File: config.mk
export PLATFORM = sky130hd
export DESIGN_NAME = ptm_seq
export DESIGN_NICKNAME = d
export VERILOG_FILES = /design/src/rtl/ptm_pkg.sv /design/src/rtl/ptm_seq.sv
export SDC_FILE = /design/constraint.sdc
export NUM_CORES = 1
export LEC_CHECK = 0
export BUFFER_PORTS_ARGS = -buffer_cell sky130_fd_sc_hd__buf_2
export CORE_ASPECT_RATIO = 0.8
export CORE_MARGIN = 2
export CORE_UTILIZATION = 50
export CTS_CLUSTER_SIZE = 8
export DETAILED_ROUTE_END_ITERATION = 16
export PLACE_DENSITY = 0.76
export SLEW_MARGIN = 20
export SYNTH_ARGS = -nofsm -noshare
export SYNTH_HDL_FRONTEND = slang
export SYNTH_SLANG_ARGS = --single-unit
File: constraint.sdc
create_clock -name clk -period 2.3 [get_ports clk]
set_input_delay 0.115 -clock clk [delete_from_list [all_inputs] [get_ports clk]]
set_output_delay 0.115 -clock clk [all_outputs]
set_load 0.05 [all_outputs]
File: src/rtl/ptm_pkg.sv
// ----------------------------------------------------------------------------
// ptm_pkg
// Types, constants and address helpers for the page-table MMU.
// ----------------------------------------------------------------------------
package ptm_pkg;

  localparam int PAGE_BYTES           = 256;
  localparam int PAGES                = 64;
  localparam int POINTER_TABLE_OFFSET = 64;
  localparam int PROCESSES            = 64;

  localparam int MEM_BYTES = PAGE_BYTES * PAGES;
  localparam int AW        = $clog2(MEM_BYTES);
  localparam int PW        = $clog2(PAGES + 1);

  typedef enum logic [1:0] {
    KIND_NEW   = 2'd0,
    KIND_KILL  = 2'd1,
    KIND_STORE = 2'd2,
    KIND_LOAD  = 2'd3
  } kind_t;

  typedef struct packed {
    kind_t       kind;
    logic [5:0]  process;
    logic [13:0] virtual_address;
    logic [7:0]  write_value;
    logic [5:0]  pages_wanted;
  } item_t;

  typedef struct packed {
    logic [13:0] physical_address;
    logic [7:0]  read_value;
    logic [5:0]  table_page;
    logic        out_of_memory;
  } result_t;

  typedef struct packed {
    logic          we;
    logic [AW-1:0] addr;
    logic [7:0]    wdata;
  } mem_req_t;

  typedef enum logic [3:0] {
    ST_CLR,
    ST_IDLE,
    ST_N_RD,
    ST_N_CHK,
    ST_N_PTR,
    ST_N_ENT,
    ST_K_PRD,
    ST_K_PCHK,
    ST_K_ERD,
    ST_K_ECHK,
    ST_K_FREE,
    ST_T_PRD,
    ST_T_PCHK,
    ST_T_ECHK,
    ST_T_LD,
    ST_DONE
  } state_t;

  function automatic logic [AW-1:0] ptr_addr(input logic [5:0] proc);
    return AW'((POINTER_TABLE_OFFSET + (32'(proc) % PROCESSES)) % MEM_BYTES);
  endfunction

  function automatic logic [AW-1:0] entry_addr(input logic [7:0] tbl,
                                               input logic [PW-1:0] ix);
    return AW'((32'(tbl) * PAGE_BYTES + 32'(ix)) % MEM_BYTES);
  endfunction

  function automatic logic [PW-1:0] vpage_of(input logic [13:0] va);
    return PW'((32'(va) / PAGE_BYTES) % PAGES);
  endfunction

  function automatic logic [AW-1:0] data_byte_addr(input logic [7:0] entry,
                                                   input logic [13:0] va);
    return AW'(((32'(entry) % PAGES) * PAGE_BYTES + (32'(va) % PAGE_BYTES))
               % MEM_BYTES);
  endfunction

endpackage

File: src/rtl/ptm_seq.sv
// ----------------------------------------------------------------------------
// ptm_seq
// Sequencer: clearing pass, first-fit allocation, kill sweep and translation,
// all as read and write steps on the physical memory.
// ----------------------------------------------------------------------------
module ptm_seq (
  input  logic              clk,
  input  logic              rst,
  input  logic              item_valid,
  output logic              item_stall,
  input  ptm_pkg::item_t    item,
  output logic              res_valid,
  input  logic              res_take,
  output ptm_pkg::result_t  res,
  output ptm_pkg::mem_req_t mem_req,
  input  logic [7:0]        mem_rdata
);
  import ptm_pkg::*;

  state_t        state, state_next;
  logic [AW-1:0] clr_cnt;
  item_t         cur;
  logic [PW-1:0] p;
  logic [PW-1:0] idx;
  logic [7:0]    table_pg;
  logic          grab_tbl;

  logic [PW-1:0] p_inc;
  logic [PW-1:0] idx_inc;
  logic          p_end;
  logic          idx_end;
  logic          kill_hit;

  assign p_inc    = p + PW'(1);
  assign idx_inc  = idx + PW'(1);
  assign p_end    = (32'(p_inc) == PAGES);
  assign idx_end  = (idx_inc == PW'(cur.pages_wanted));
  assign kill_hit = (mem_rdata != 8'd0) && (32'(mem_rdata) < PAGES);

  // next state
  always_comb begin
    state_next = state;
    unique case (state)
      ST_CLR:    if (clr_cnt == AW'(MEM_BYTES - 1)) state_next = ST_IDLE;
      ST_IDLE: begin
        if (item_valid) begin
          unique case (item.kind)
            KIND_NEW:  state_next = ST_N_RD;
            KIND_KILL: state_next = ST_K_PRD;
            default:   state_next = ST_T_PRD;
          endcase
        end
      end
      ST_N_RD:   state_next = ST_N_CHK;
      ST_N_CHK: begin
        if (mem_rdata == 8'd0) begin
          state_next = grab_tbl ? ST_N_PTR : ST_N_ENT;
        end else if (p_end) begin
          state_next = ST_DONE;
        end else begin
          state_next = ST_N_RD;
        end
      end
      ST_N_PTR:  state_next = (cur.pages_wanted == 6'd0 || p_end) ? ST_DONE : ST_N_RD;
      ST_N_ENT:  state_next = (idx_end || p_end) ? ST_DONE : ST_N_RD;
      ST_K_PRD:  state_next = ST_K_PCHK;
      ST_K_PCHK: state_next = (mem_rdata == 8'd0) ? ST_DONE : ST_K_ERD;
      ST_K_ERD:  state_next = ST_K_ECHK;
      ST_K_ECHK: state_next = (32'(idx_inc) == PAGES) ? ST_K_FREE : ST_K_ERD;
      ST_K_FREE: state_next = ST_DONE;
      ST_T_PRD:  state_next = ST_T_PCHK;
      ST_T_PCHK: state_next = ST_T_ECHK;
      ST_T_ECHK: state_next = (cur.kind == KIND_LOAD) ? ST_T_LD : ST_DONE;
      ST_T_LD:   state_next = ST_DONE;
      ST_DONE:   if (res_take) state_next = ST_IDLE;
      default:   state_next = ST_IDLE;
    endcase
  end

  // outputs: memory request and handshake
  always_comb begin
    mem_req    = '0;
    item_stall = (state != ST_IDLE);
    res_valid  = (state == ST_DONE);
    unique case (state)
      ST_CLR: begin
        mem_req.we    = 1'b1;
        mem_req.addr  = clr_cnt;
        mem_req.wdata = (clr_cnt == '0) ? 8'd1 : 8'd0;
      end
      ST_N_RD:   mem_req.addr = AW'(p);
      ST_N_CHK: begin
        mem_req.addr = AW'(p);
        if (mem_rdata == 8'd0) begin
          mem_req.we    = 1'b1;
          mem_req.wdata = 8'd1;
        end
      end
      ST_N_PTR: begin
        mem_req.we    = 1'b1;
        mem_req.addr  = ptr_addr(cur.process);
        mem_req.wdata = table_pg;
      end
      ST_N_ENT: begin
        mem_req.we    = 1'b1;
        mem_req.addr  = entry_addr(table_pg, idx);
        mem_req.wdata = 8'(p);
      end
      ST_K_PRD:  mem_req.addr = ptr_addr(cur.process);
      ST_K_ERD:  mem_req.addr = entry_addr(table_pg, idx);
      ST_K_ECHK: begin
        mem_req.addr = AW'(mem_rdata);
        mem_req.we   = kill_hit;
      end
      ST_K_FREE: begin
        mem_req.addr = AW'(table_pg);
        mem_req.we   = (32'(table_pg) < PAGES);
      end
      ST_T_PRD:  mem_req.addr = ptr_addr(cur.process);
      ST_T_PCHK: mem_req.addr = entry_addr(mem_rdata, vpage_of(cur.virtual_address));
      ST_T_ECHK: begin
        mem_req.addr  = data_byte_addr(mem_rdata, cur.virtual_address);
        mem_req.we    = (cur.kind == KIND_STORE);
        mem_req.wdata = cur.write_value;
      end
      default: ;
    endcase
  end

  always_ff @(posedge clk) begin
    if (rst) begin
      state   <= ST_CLR;
      clr_cnt <= '0;
    end else begin
      state <= state_next;
      if (state == ST_CLR) begin
        clr_cnt <= clr_cnt + AW'(1);
      end
    end
  end

  // datapath
  always_ff @(posedge clk) begin
    unique case (state)
      ST_IDLE: begin
        if (item_valid) begin
          cur      <= item;
          res      <= '0;
          p        <= '0;
          idx      <= '0;
          grab_tbl <= 1'b1;
        end
      end
      ST_N_CHK: begin
        if (mem_rdata != 8'd0) begin
          p <= p_inc;
          if (p_end) res.out_of_memory <= 1'b1;
        end else if (grab_tbl) begin
          table_pg <= 8'(p);
        end
      end
      ST_N_PTR: begin
        grab_tbl       <= 1'b0;
        res.table_page <= 6'(p);
        p              <= p_inc;
        if (cur.pages_wanted != 6'd0 && p_end) res.out_of_memory <= 1'b1;
      end
      ST_N_ENT: begin
        idx <= idx_inc;
        p   <= p_inc;
        if (!idx_end && p_end) res.out_of_memory <= 1'b1;
      end
      ST_K_PCHK: begin
        table_pg <= mem_rdata;
        idx      <= '0;
      end
      ST_K_ECHK: idx <= idx_inc;
      ST_T_ECHK: res.physical_address <= 14'(data_byte_addr(mem_rdata, cur.virtual_address));
      ST_T_LD:   res.read_value <= mem_rdata;
      default: ;
    endcase
  end

  a_accept_starts: assert property (@(posedge clk) disable iff (rst)
    (item_valid && !item_stall) |=> (state != ST_IDLE && state != ST_CLR))
    else $error("accepted transfer did not start work");

  a_done_no_write: assert property (@(posedge clk) disable iff (rst)
    (state == ST_DONE) |-> !mem_req.we)
    else $error("memory write while result pending");

  a_oom_new_only: assert property (@(posedge clk) disable iff (rst)
    (state == ST_DONE && res.out_of_memory) |-> (cur.kind == KIND_NEW))
    else $error("out_of_memory on non-allocating item");

  a_scan_range: assert property (@(posedge clk) disable iff (rst)
    (state == ST_N_RD) |-> (32'(p) < PAGES))
    else $error("free-map scan beyond last page");

endmodule

**Word level (Yosys, flattened, before mapping)**

Index checks and enable logic that the tools add are counted.

- Output and inout bits: 54
- Word-level logic and storage cells: 129
- Bits of input ports: 48
- Flip-flop bits (word level): 106

- Magnitude comparators: 2
- Equal/unequal tests: 32
- Multiplexer cells: 37
- Add/subtract/negate cells: 7
- Reductions and logical operators: 36

Operators with widths:

| kind | count |
|---|---|
| one-hot mux 14 bit (8 select lines) | 1 |
| one-hot mux 4 bit (15 select lines) | 1 |
| one-hot mux 7 bit (3 select lines) | 2 |
| one-hot mux 8 bit (5 select lines) | 1 |
| == test 4 bit, second input constant | 8 |
| one-hot mux 8 bit (2 select lines) | 2 |
| two-way mux 29 bit | 1 |
| two-way mux 4 bit | 7 |
| one-hot mux 14 bit (2 select lines) | 1 |
| == test 4 x 3 -> 1 bit, second input constant | 4 |
| less-than comparator 8 x 7 -> 1 bit, second input constant | 2 |
| two-way mux 8 bit | 2 |
| != test 2 bit, second input constant | 8 |
| adder 14 x 1 -> 14 bit, second input constant | 1 |
| adder 14 x 6 -> 14 bit | 1 |
| adder 14 x 7 -> 14 bit | 1 |
| adder 14 x 8 -> 14 bit | 1 |
| adder 7 x 1 -> 7 bit, second input constant | 2 |
| == test 14 bit, second input constant | 1 |
| == test 7 bit, second input constant | 2 |
| logical NOT 14 bit | 1 |
| two-way mux 7 bit | 2 |
| one-hot mux 6 bit (2 select lines) | 1 |
| two-way mux 1 bit | 10 |
| 31 further kinds | 51 |

**Logic depth before layout (Yosys ltp)**

Gate-level depths: netlist of run 1.

- Depth in word-level cells: 6
- Mapped depth: 7

**Worst setup path after synthesis of run 1**

No wires, ideal clock.

- Path kind: reg2reg
- Start: reg state[3]
- End: reg idx[0], enable pin
- Path buffers: 2
- Period minus slack after synthesis: 2.298 ns
- Arrival time: 1.915 ns
- Library setup time: 0.383 ns
- Setup slack: 0.002 ns
- Required time: 1.917 ns
- Cell stages (with the launch flop): 7
- Cells stage by stage: dfxtp_1 > clkbuf_1 > buf_1 > nor2_1 > nor2_1 > nor2_1 > a211oi_1

- Cells in the longest elaborated chain, start to end: 4

RTL lines:

| element | line | RTL |
|---|---|---|
| start, declared | ptm_seq.sv:20 | `state_t state, state_next;` |
| start signal, assigned | ptm_seq.sv:135 | `state <= state_next;` |
| == test 4 x 3 -> 1 bit / == test 4 bit (equally long branches) | ptm_seq.sv:144 | `unique case (state)` |
| OR reduction 2 bit (no line) | n/a |  |
| nonzero test 3 bit (no line) | n/a |  |
| AND reduction 2 bit (no line) (*) | n/a |  |
| end signal, assigned | ptm_seq.sv:169 | `idx <= idx_inc;` |
| end signal, assigned | ptm_seq.sv:177 | `ST_K_ECHK: idx <= idx_inc;` |
| end, declared | ptm_seq.sv:24 | `logic [PW-1:0] idx;` |

Every way passes the cells marked *; elsewhere a longest branch is shown, timed or not.
A chain may end at the register's enable or synchronous reset.

==> results of run 1 <==
cells in the final DEF (no fill, tap or decap), drive strengths merged, types with 3 or more instances in the layout:
master / n
nor4: 4
ha: 4
nand2: 34
xnor2: 17
or4: 3
inv: 21
a222oi: 11
nor2: 64
o21ai: 16
and2: 25
nand4: 10
a221oi: 9
or3: 7
mux2: 8
a211oi: 4
a22oi: 3
mux2i: 8
dlygate4sd3: 36
nand3: 19
buf: 148
edfxtp: 88
xor2: 9
a2111oi: 3
nor3: 10
dfxtp: 18
and3: 7
a21oi: 19
clkinv: 3
a31oi: 3
nor2b: 8
clkbuf: 11
nand2b: 4
metrics by stage:
stage	utilization [%]	instances
after CTS	67.2	795
after global placement	60.5	743
final	68.3	801
after floorplan	-	486
after detailed placement	60.5	743
after global routing	68.3	801
metal layers:
layer  GRT usage [%]  wire length (um)  up-vias
li1                -                 -     2161
met1            36.7              6360     2137
met2            41.5              6970      247
met3            7.29              1590       34
met4            11.0               399        0
met5               0                 0        -
synth_stat cells (all sizes together) (2+ instances only):
cell      n  area (um^2)
a31oi     3         18.8
xnor2    17          149
o21ai    16         80.1
nand2b    4         25.0
a211oi    4         30.0
a2111oi   3         26.3
a22oi     3         22.5
xor2      9         78.8
nand2    34          130
ha        4         50.1
nor4      4         31.3
or3       7         43.8
edfxtp   88         2640
o21a      2         15.0
a221oi    9         78.8
nand4    10         62.6
nand3    19         95.1
dfxtp    18          360
mux2      8         90.1
buf       5         23.8
nor3     10         50.1
a22o      2         17.5
clkbuf   22         82.6
mux2i     8         80.1
and3      7         46.3
nor2     64          240
or4       3         26.3
and2     25          156
o31ai     2         15.0
a222oi   11          110
inv      18         67.6
a21oi    19         95.1
nor2b     8         50.1
flip-flops by register name, indices dropped and copies added (netlist names):
name	cells
clr_cnt	14
p	7
grab_tbl	1
idx	7
state	4
res	29
cur	36
table_pg	8
path summary, 6_finish.rpt:
check	startpoint	endpoint	slack, ps	cells past startpoint
worst max-delay path	state[2]	mem_req[10]	60	8
worst min-delay path	res_take	state[1]	120	3
worst max register to register	cur[2]	res[0]	110	5
worst min register to register	cur[17]	res[18]	550	1
layout make-up:
cell class              instances  share of cell area, %
clock inverters                 7                   1.09
multi-input cells             335                   30.8
clock buffers                   9                   3.21
flip-flops and latches        106                   42.9
inverters                      18                  0.963
repair buffers                186                   18.6
well taps                     140                   2.50
critical path: cells and delay by family, from the launching register on:
family	cells	cell delay, ps
simple gates	2	560
buf+inv	4	550
flops	1	360
compound gates	2	300
timing repair:
item                                    4_1_cts  5_1_grt
endpoints found under the setup margin       16       21
setup buffers                                 0        5
resized for setup                            11       24
hold buffers                                 36        0
pin swaps                                     0        5
endpoints found under the hold margin        36        0
cloned                                        0        1
power by group through the flow:
stage | Sequential (W) | Clock (W) | Combinational (W)
after CTS | 0.00207 | 0.00160 | 0.000183
after global routing | 0.00207 | 0.00167 | 0.000204
final | 0.00207 | 0.00159 | 0.000189
after global placement | 0.00211 | 0 | 0.000129
after detailed placement | 0.00211 | 0 | 0.000133
after floorplan | 0.00211 | 0 | 0.0000625
cell families after synthesis:
group | count (synthesis) | share of synthesized area (%)
mux | 16 | 3.21
fa+ha+maj | 4 | 0.945
flops | 106 | 56.7
buf+inv | 45 | 3.28
compound gates | 90 | 12.6
simple gates | 198 | 18.6
xor+xnor | 27 | 4.72
==> metrics.csv, run 1 <==
stage;metric;value;unit
clock_tree;clock_sinks;106;
power;power.share.sequential;53.8;%
routing;drc;0;
die;die_w;119;um
worst_setup_path;critPathSlowestCell;or3_1;
worst_setup_path;path_max_fanout;7;
placed_design;dp_slack;80.7;ps
grt;grt_max_degree;30;
placed_design;dpl_cell_area;6220;um^2
yosys;avgSynthCellArea;10.9;um^2
clock_tree;clk_pin_slew;70;ps
timing;post-route-min-period;2240;ps
power;combPwrFrac;4.9;%
routing;postRouteAntennaNets;0;
placed_design;gp_routability_congestion;0.924;
routing;vias_per_cell;5.72;
worst_setup_path;cp_data_arrival_time;2130;ps
power;p_int;0.00301;W
routing;firstDrtPassIters;5;
clock_tree;cts_tree;yes;
timing;worst_pin_slew;566;ps
placed_design;dpl.hpwl;10.9;mm
timing;relSlewSlack;62.2;%
layout;regArea;3010;um^2
worst_setup_path;start_kind;register;
grt;grt_overflow;0;
grt;grt_pass1_wl;23.1;mm
timing;finalSetupTns;0;ps
timing;hold_ws;119;ps
power;power;0.00384;W
yosys;synth_nets;538;
run_status;outcome;completed;
layout;drive_gt1_share;29.3;%
die;die_area;11400;um^2
yosys;ys_ff_latch;106;
yosys;ys_seq_area_share;56.7;%
clock_tree;insertion_delay;350;ps
timing;final.period_utilization;97.4;%
worst_setup_path;path_cells;buf_4 > inv_2 > or3_1 > a21oi_2 > buf_6 > a221oi_1 > nand3_1 > buf_6;
grt;antenna_found_initial;0;
timing;final-hold-violation-count;0;
grt;grtUsageTotal;27.0;%
routing;vias;4579;
yosys;ys_warn_count;0;
yosys;yosysUniqueCellTypes;59;
power;powerDensity;548;nW/um^2
layout;multi_input_area;2160;um^2
layout;fillers;766;
timing;fin_skew;7.28;ps
die;fp.dieH;96.1;um
yosys;ys.flop_type;edfxtp_1;
flow_run;cap_violations;0;
yosys;synthCells;486;
routing;wl_per_cell;19.1;um
power;p_switching;0.000830;W
timing;fin_ws;59.8;ps
worst_setup_path;crit_type;register to primary output;
clock_tree;htreeDepth;3;
layout;areaGrowthSynthToFinish;32.4;%
routing;wirelength;15.3;mm
timing;setup_viol;0;
placed_design;io_buffers;101;
hold_path;hp-class;input port to register;
die;row_count;33;
power;p_clk_share;41.3;%
power;switching_share;21.6;%
worst_setup_path;cp-end-kind;primary output;
layout;diodes;0;
worst_setup_path;crit_top_cell;buf_6;
clock_tree;cts-root-buf;clkbuf_16;
die;core_area;10300;um^2
power;ir_drop;471;uV
routing;drt-initial-drc-count;467;
yosys;ys_async_sr_fraction;0;%
die;ios;102;
clock_tree;clockBufferDepth;2;
layout;final_nets;708;
layout;stdcell_area;7020;um^2
worst_setup_path;cp.required;2180;ps
yosys;synth-edff-count;88;
timing;clock.fmax;446;MHz
die;start_util;51.5;%
timing;drv_slew;0;
grt;grt_pass1_vias;4245;
yosys;syn_area;5300;um^2
worst_setup_path;crit_path_max_incr_delay;390;ps
clock_tree;cts_made_buffers;9;
power;p_leak;2.64;nW
(Power assumes the default switching activity.)
==> run 2: changes to the inputs <==
--- a/config.mk
+++ b/config.mk
@@ -8,10 +8,9 @@
 export BUFFER_PORTS_ARGS = -buffer_cell sky130_fd_sc_hd__buf_2
 export CORE_ASPECT_RATIO = 0.8
 export CORE_MARGIN = 2
-export CORE_UTILIZATION = 50
+export CORE_UTILIZATION = 40
 export CTS_CLUSTER_SIZE = 8
 export DETAILED_ROUTE_END_ITERATION = 16
-export PLACE_DENSITY = 0.76
 export SLEW_MARGIN = 20
 export SYNTH_ARGS = -nofsm -noshare
 export SYNTH_HDL_FRONTEND = slang
==> run 2 against run 1 <==
  * Sequential share of layout area about the same
  * Hold slack better by 7.8 ps
  * Register-to-register slack worse by 70 ps
  * Critical path type is now register to register
  * First-iteration DRC count up 3.4%
  * Maximum frequency down 1.0%
  * Combinational power up 7%
  * Global-route usage down 4.5 points
==> metrics.csv, run 2 (synthesized netlist as in run 1, its figures left out) <==
stage;metric;value;unit;change
run_status;outcome;completed;;unchanged
worst_setup_path;path_cells;ha_1 > nand2_1 > a311o_2 > a21oi_1 > o22a_1 > o211a_1;;was buf_4 > inv_2 > or3_1 > a21oi_2 > buf_6 > a221oi_1 > nand3_1 > buf_6
grt;grt_pass1_wl;24.3;mm;was 23.1 mm
flow_run;cap_violations;0;;unchanged
timing;drv_slew;0;;unchanged
die;start_util;41.0;%;was 51.5%
power;power.share.sequential;54.6;%;was 53.8%
power;p_clk_share;40.0;%;was 41.3%
layout;mostFrequentLayoutCells;buf_2, edfxtp_1, nor2_1;;unchanged
timing;setup_viol;0;;unchanged
layout;reg.largest.list;cur (36), res (29), clr_cnt (14);;unchanged
die;die_w;133;um;was 119 um
power;combPwrFrac;5.4;%;was 4.9%
clock_tree;clk_pin_slew;70;ps;about the same
placed_design;io_buffers;101;;unchanged
layout;final_nets;700;;was 708
power;p_int;0.00297;W;was 0.00301 W
worst_setup_path;crit_path_max_incr_delay;550;ps;was 390 ps
worst_setup_path;cp_data_arrival_time;2340;ps;was 2130 ps
power;p_leak;2.60;nW;was 2.64 nW
timing;final.period_utilization;98.4;%;was 97.4%
power;p_switching;0.000812;W;was 0.000830 W
timing;hold_ws;127;ps;was 119 ps
grt;grtUsageTotal;22.5;%;was 27.0%
clock_tree;clock_sinks;106;;unchanged
hold_path;hp-class;input port to register;;unchanged
grt;met2_usage;33.6;%;was 41.5%
die;ios;102;;unchanged
worst_setup_path;worst-path-buf-inv;0;;was 4
placed_design;gp_routability_congestion;0.900;;was 0.924
clock_tree;cts_tree;yes;;unchanged
worst_setup_path;cp.required;2370;ps;was 2180 ps
clock_tree;insertion_delay;350;ps;about the same
clock_tree;clockBufferDepth;2;;unchanged
timing;fin_skew;12.3;ps;was 7.28 ps
worst_setup_path;path_max_fanout;8;;was 7
layout;final_common_cell;buf_2;;unchanged
layout;drive_gt1_share;28.0;%;was 29.3%
worst_setup_path;start_kind;register;;unchanged
grt;busiest_layer;met2;;unchanged
routing;drc;0;;unchanged
layout;top_register;cur;;unchanged
worst_setup_path;crit_type;register to register;;was register to primary output
power;switching_share;21.4;%;was 21.6%
worst_setup_path;critPathSlowestCell;edfxtp_1;;was or3_1
routing;postRouteAntennaNets;0;;unchanged
clock_tree;htreeDepth;3;;unchanged
grt;grt_max_degree;34;;was 30
routing;vias_per_cell;5.49;;was 5.72
timing;clock.fmax;442;MHz;was 446 MHz
die;row_count;37;;was 33
placed_design;dpl.hpwl;11.4;mm;was 10.9 mm
timing;relSlewSlack;32.7;%;was 62.2%
grt;grt_overflow;0;;unchanged
worst_setup_path;cp-end-kind;register;;was primary output
timing;finalSetupTns;0;ps;unchanged
routing;vias;4542;;was 4,579
routing;wl_per_cell;19.0;um;was 19.1 um
clock_tree;cts-root-buf;clkbuf_16;;unchanged
power;powerDensity;539;nW/um^2;was 548 nW/um^2
timing;post-route-min-period;2260;ps;was 2240 ps
grt;grt_pass1_vias;4330;;was 4,245
routing;drt-initial-drc-count;483;;was 467
grt;grt.met1_usage;32.9;%;was 36.7%
clock_tree;cts_made_buffers;9;;unchanged
layout;areaGrowthSynthToFinish;32.5;%;was 32.4%
die;die_area;14200;um^2;was 11,400 um^2
routing;wirelength;15.8;mm;was 15.3 mm
timing;worst_pin_slew;998;ps;was 566 ps
layout;largest_register_ffs;36;;unchanged
die;fp.dieH;107;um;was 96.1 um
die;core_area;12900;um^2;was 10,300 um^2
routing;firstDrtPassIters;7;;was 5
grt;antenna_found_initial;0;;unchanged
power;ir_drop;378;uV;was 471 uV
layout;diodes;0;;unchanged
grt;use_met3;5.20;%;was 7.29%
worst_setup_path;path_delay_family;compound AO/OA/AOI/OAI gates;;was simple AND/OR/NAND/NOR gates
timing;final-hold-violation-count;0;;unchanged
## run 2: through the flow
step	instance area, um^2	cells	total power (W)	setup WS, ps	utilization (%)
6_report	7020	828	0.00379	37.1	54.3
5_1_grt	7020	828	0.00390	-9.15	54.3
4_1_cts	6900	826	0.00379	6.88	53.4
3_5_place_dp	6220	774	0.00225	91.1	48.2
3_3_place_gp	6220	774	0.00224	104	48.2
2_1_floorplan	5300	486	0.00217	2.39	-
## run 2: path summary, 6_finish.rpt
path	slack, ps	start	end	depth (start not counted)
hold reg to reg	550	clr_cnt[8]	clr_cnt[8]	2
hold / removal	130	mem_rdata[6]	res[13]	2
setup reg to reg	40	p[1]	res[0]	6
setup / recovery	40	p[1]	res[0]	6
## run 2: power groups by stage
stage / clock network [W] / registers [W] / logic, W
final: 0.00152 / 0.00207 / 0.000203
after global routing: 0.00161 / 0.00207 / 0.000218
after CTS: 0.00154 / 0.00207 / 0.000186
after detailed placement: 0 / 0.00211 / 0.000135
after global placement: 0 / 0.00211 / 0.000133
after floorplan: 0 / 0.00211 / 0.0000625
## run 2: area by class of cell
cell class,count,area (um^2)
fill,1124,5900
sequential,106,3010
multi-input combinational,335,2180
timing repair buffer,178,1250
clock buffer,12,258
tap,175,219
inverter,18,67.6
clock inverter,4,30.0
## run 2: timing repair
action                                  in CTS  in global routing
hold endpoints to repair                    36                  0
endpoints found under the setup margin      16                 17
buffers inserted                             0                  1
resized for setup                           10                 34
gates cloned                                 0                  1
pin swaps                                    0                  4
hold buffers                                36                  0
## run 2: layer usage
metal / wire length [um] / part of all wire (%)
met5: 0 / 0
met3: 1290 / 8.2
met2: 6940 / 44
met1: 7260 / 46
met4: 265 / 1.7
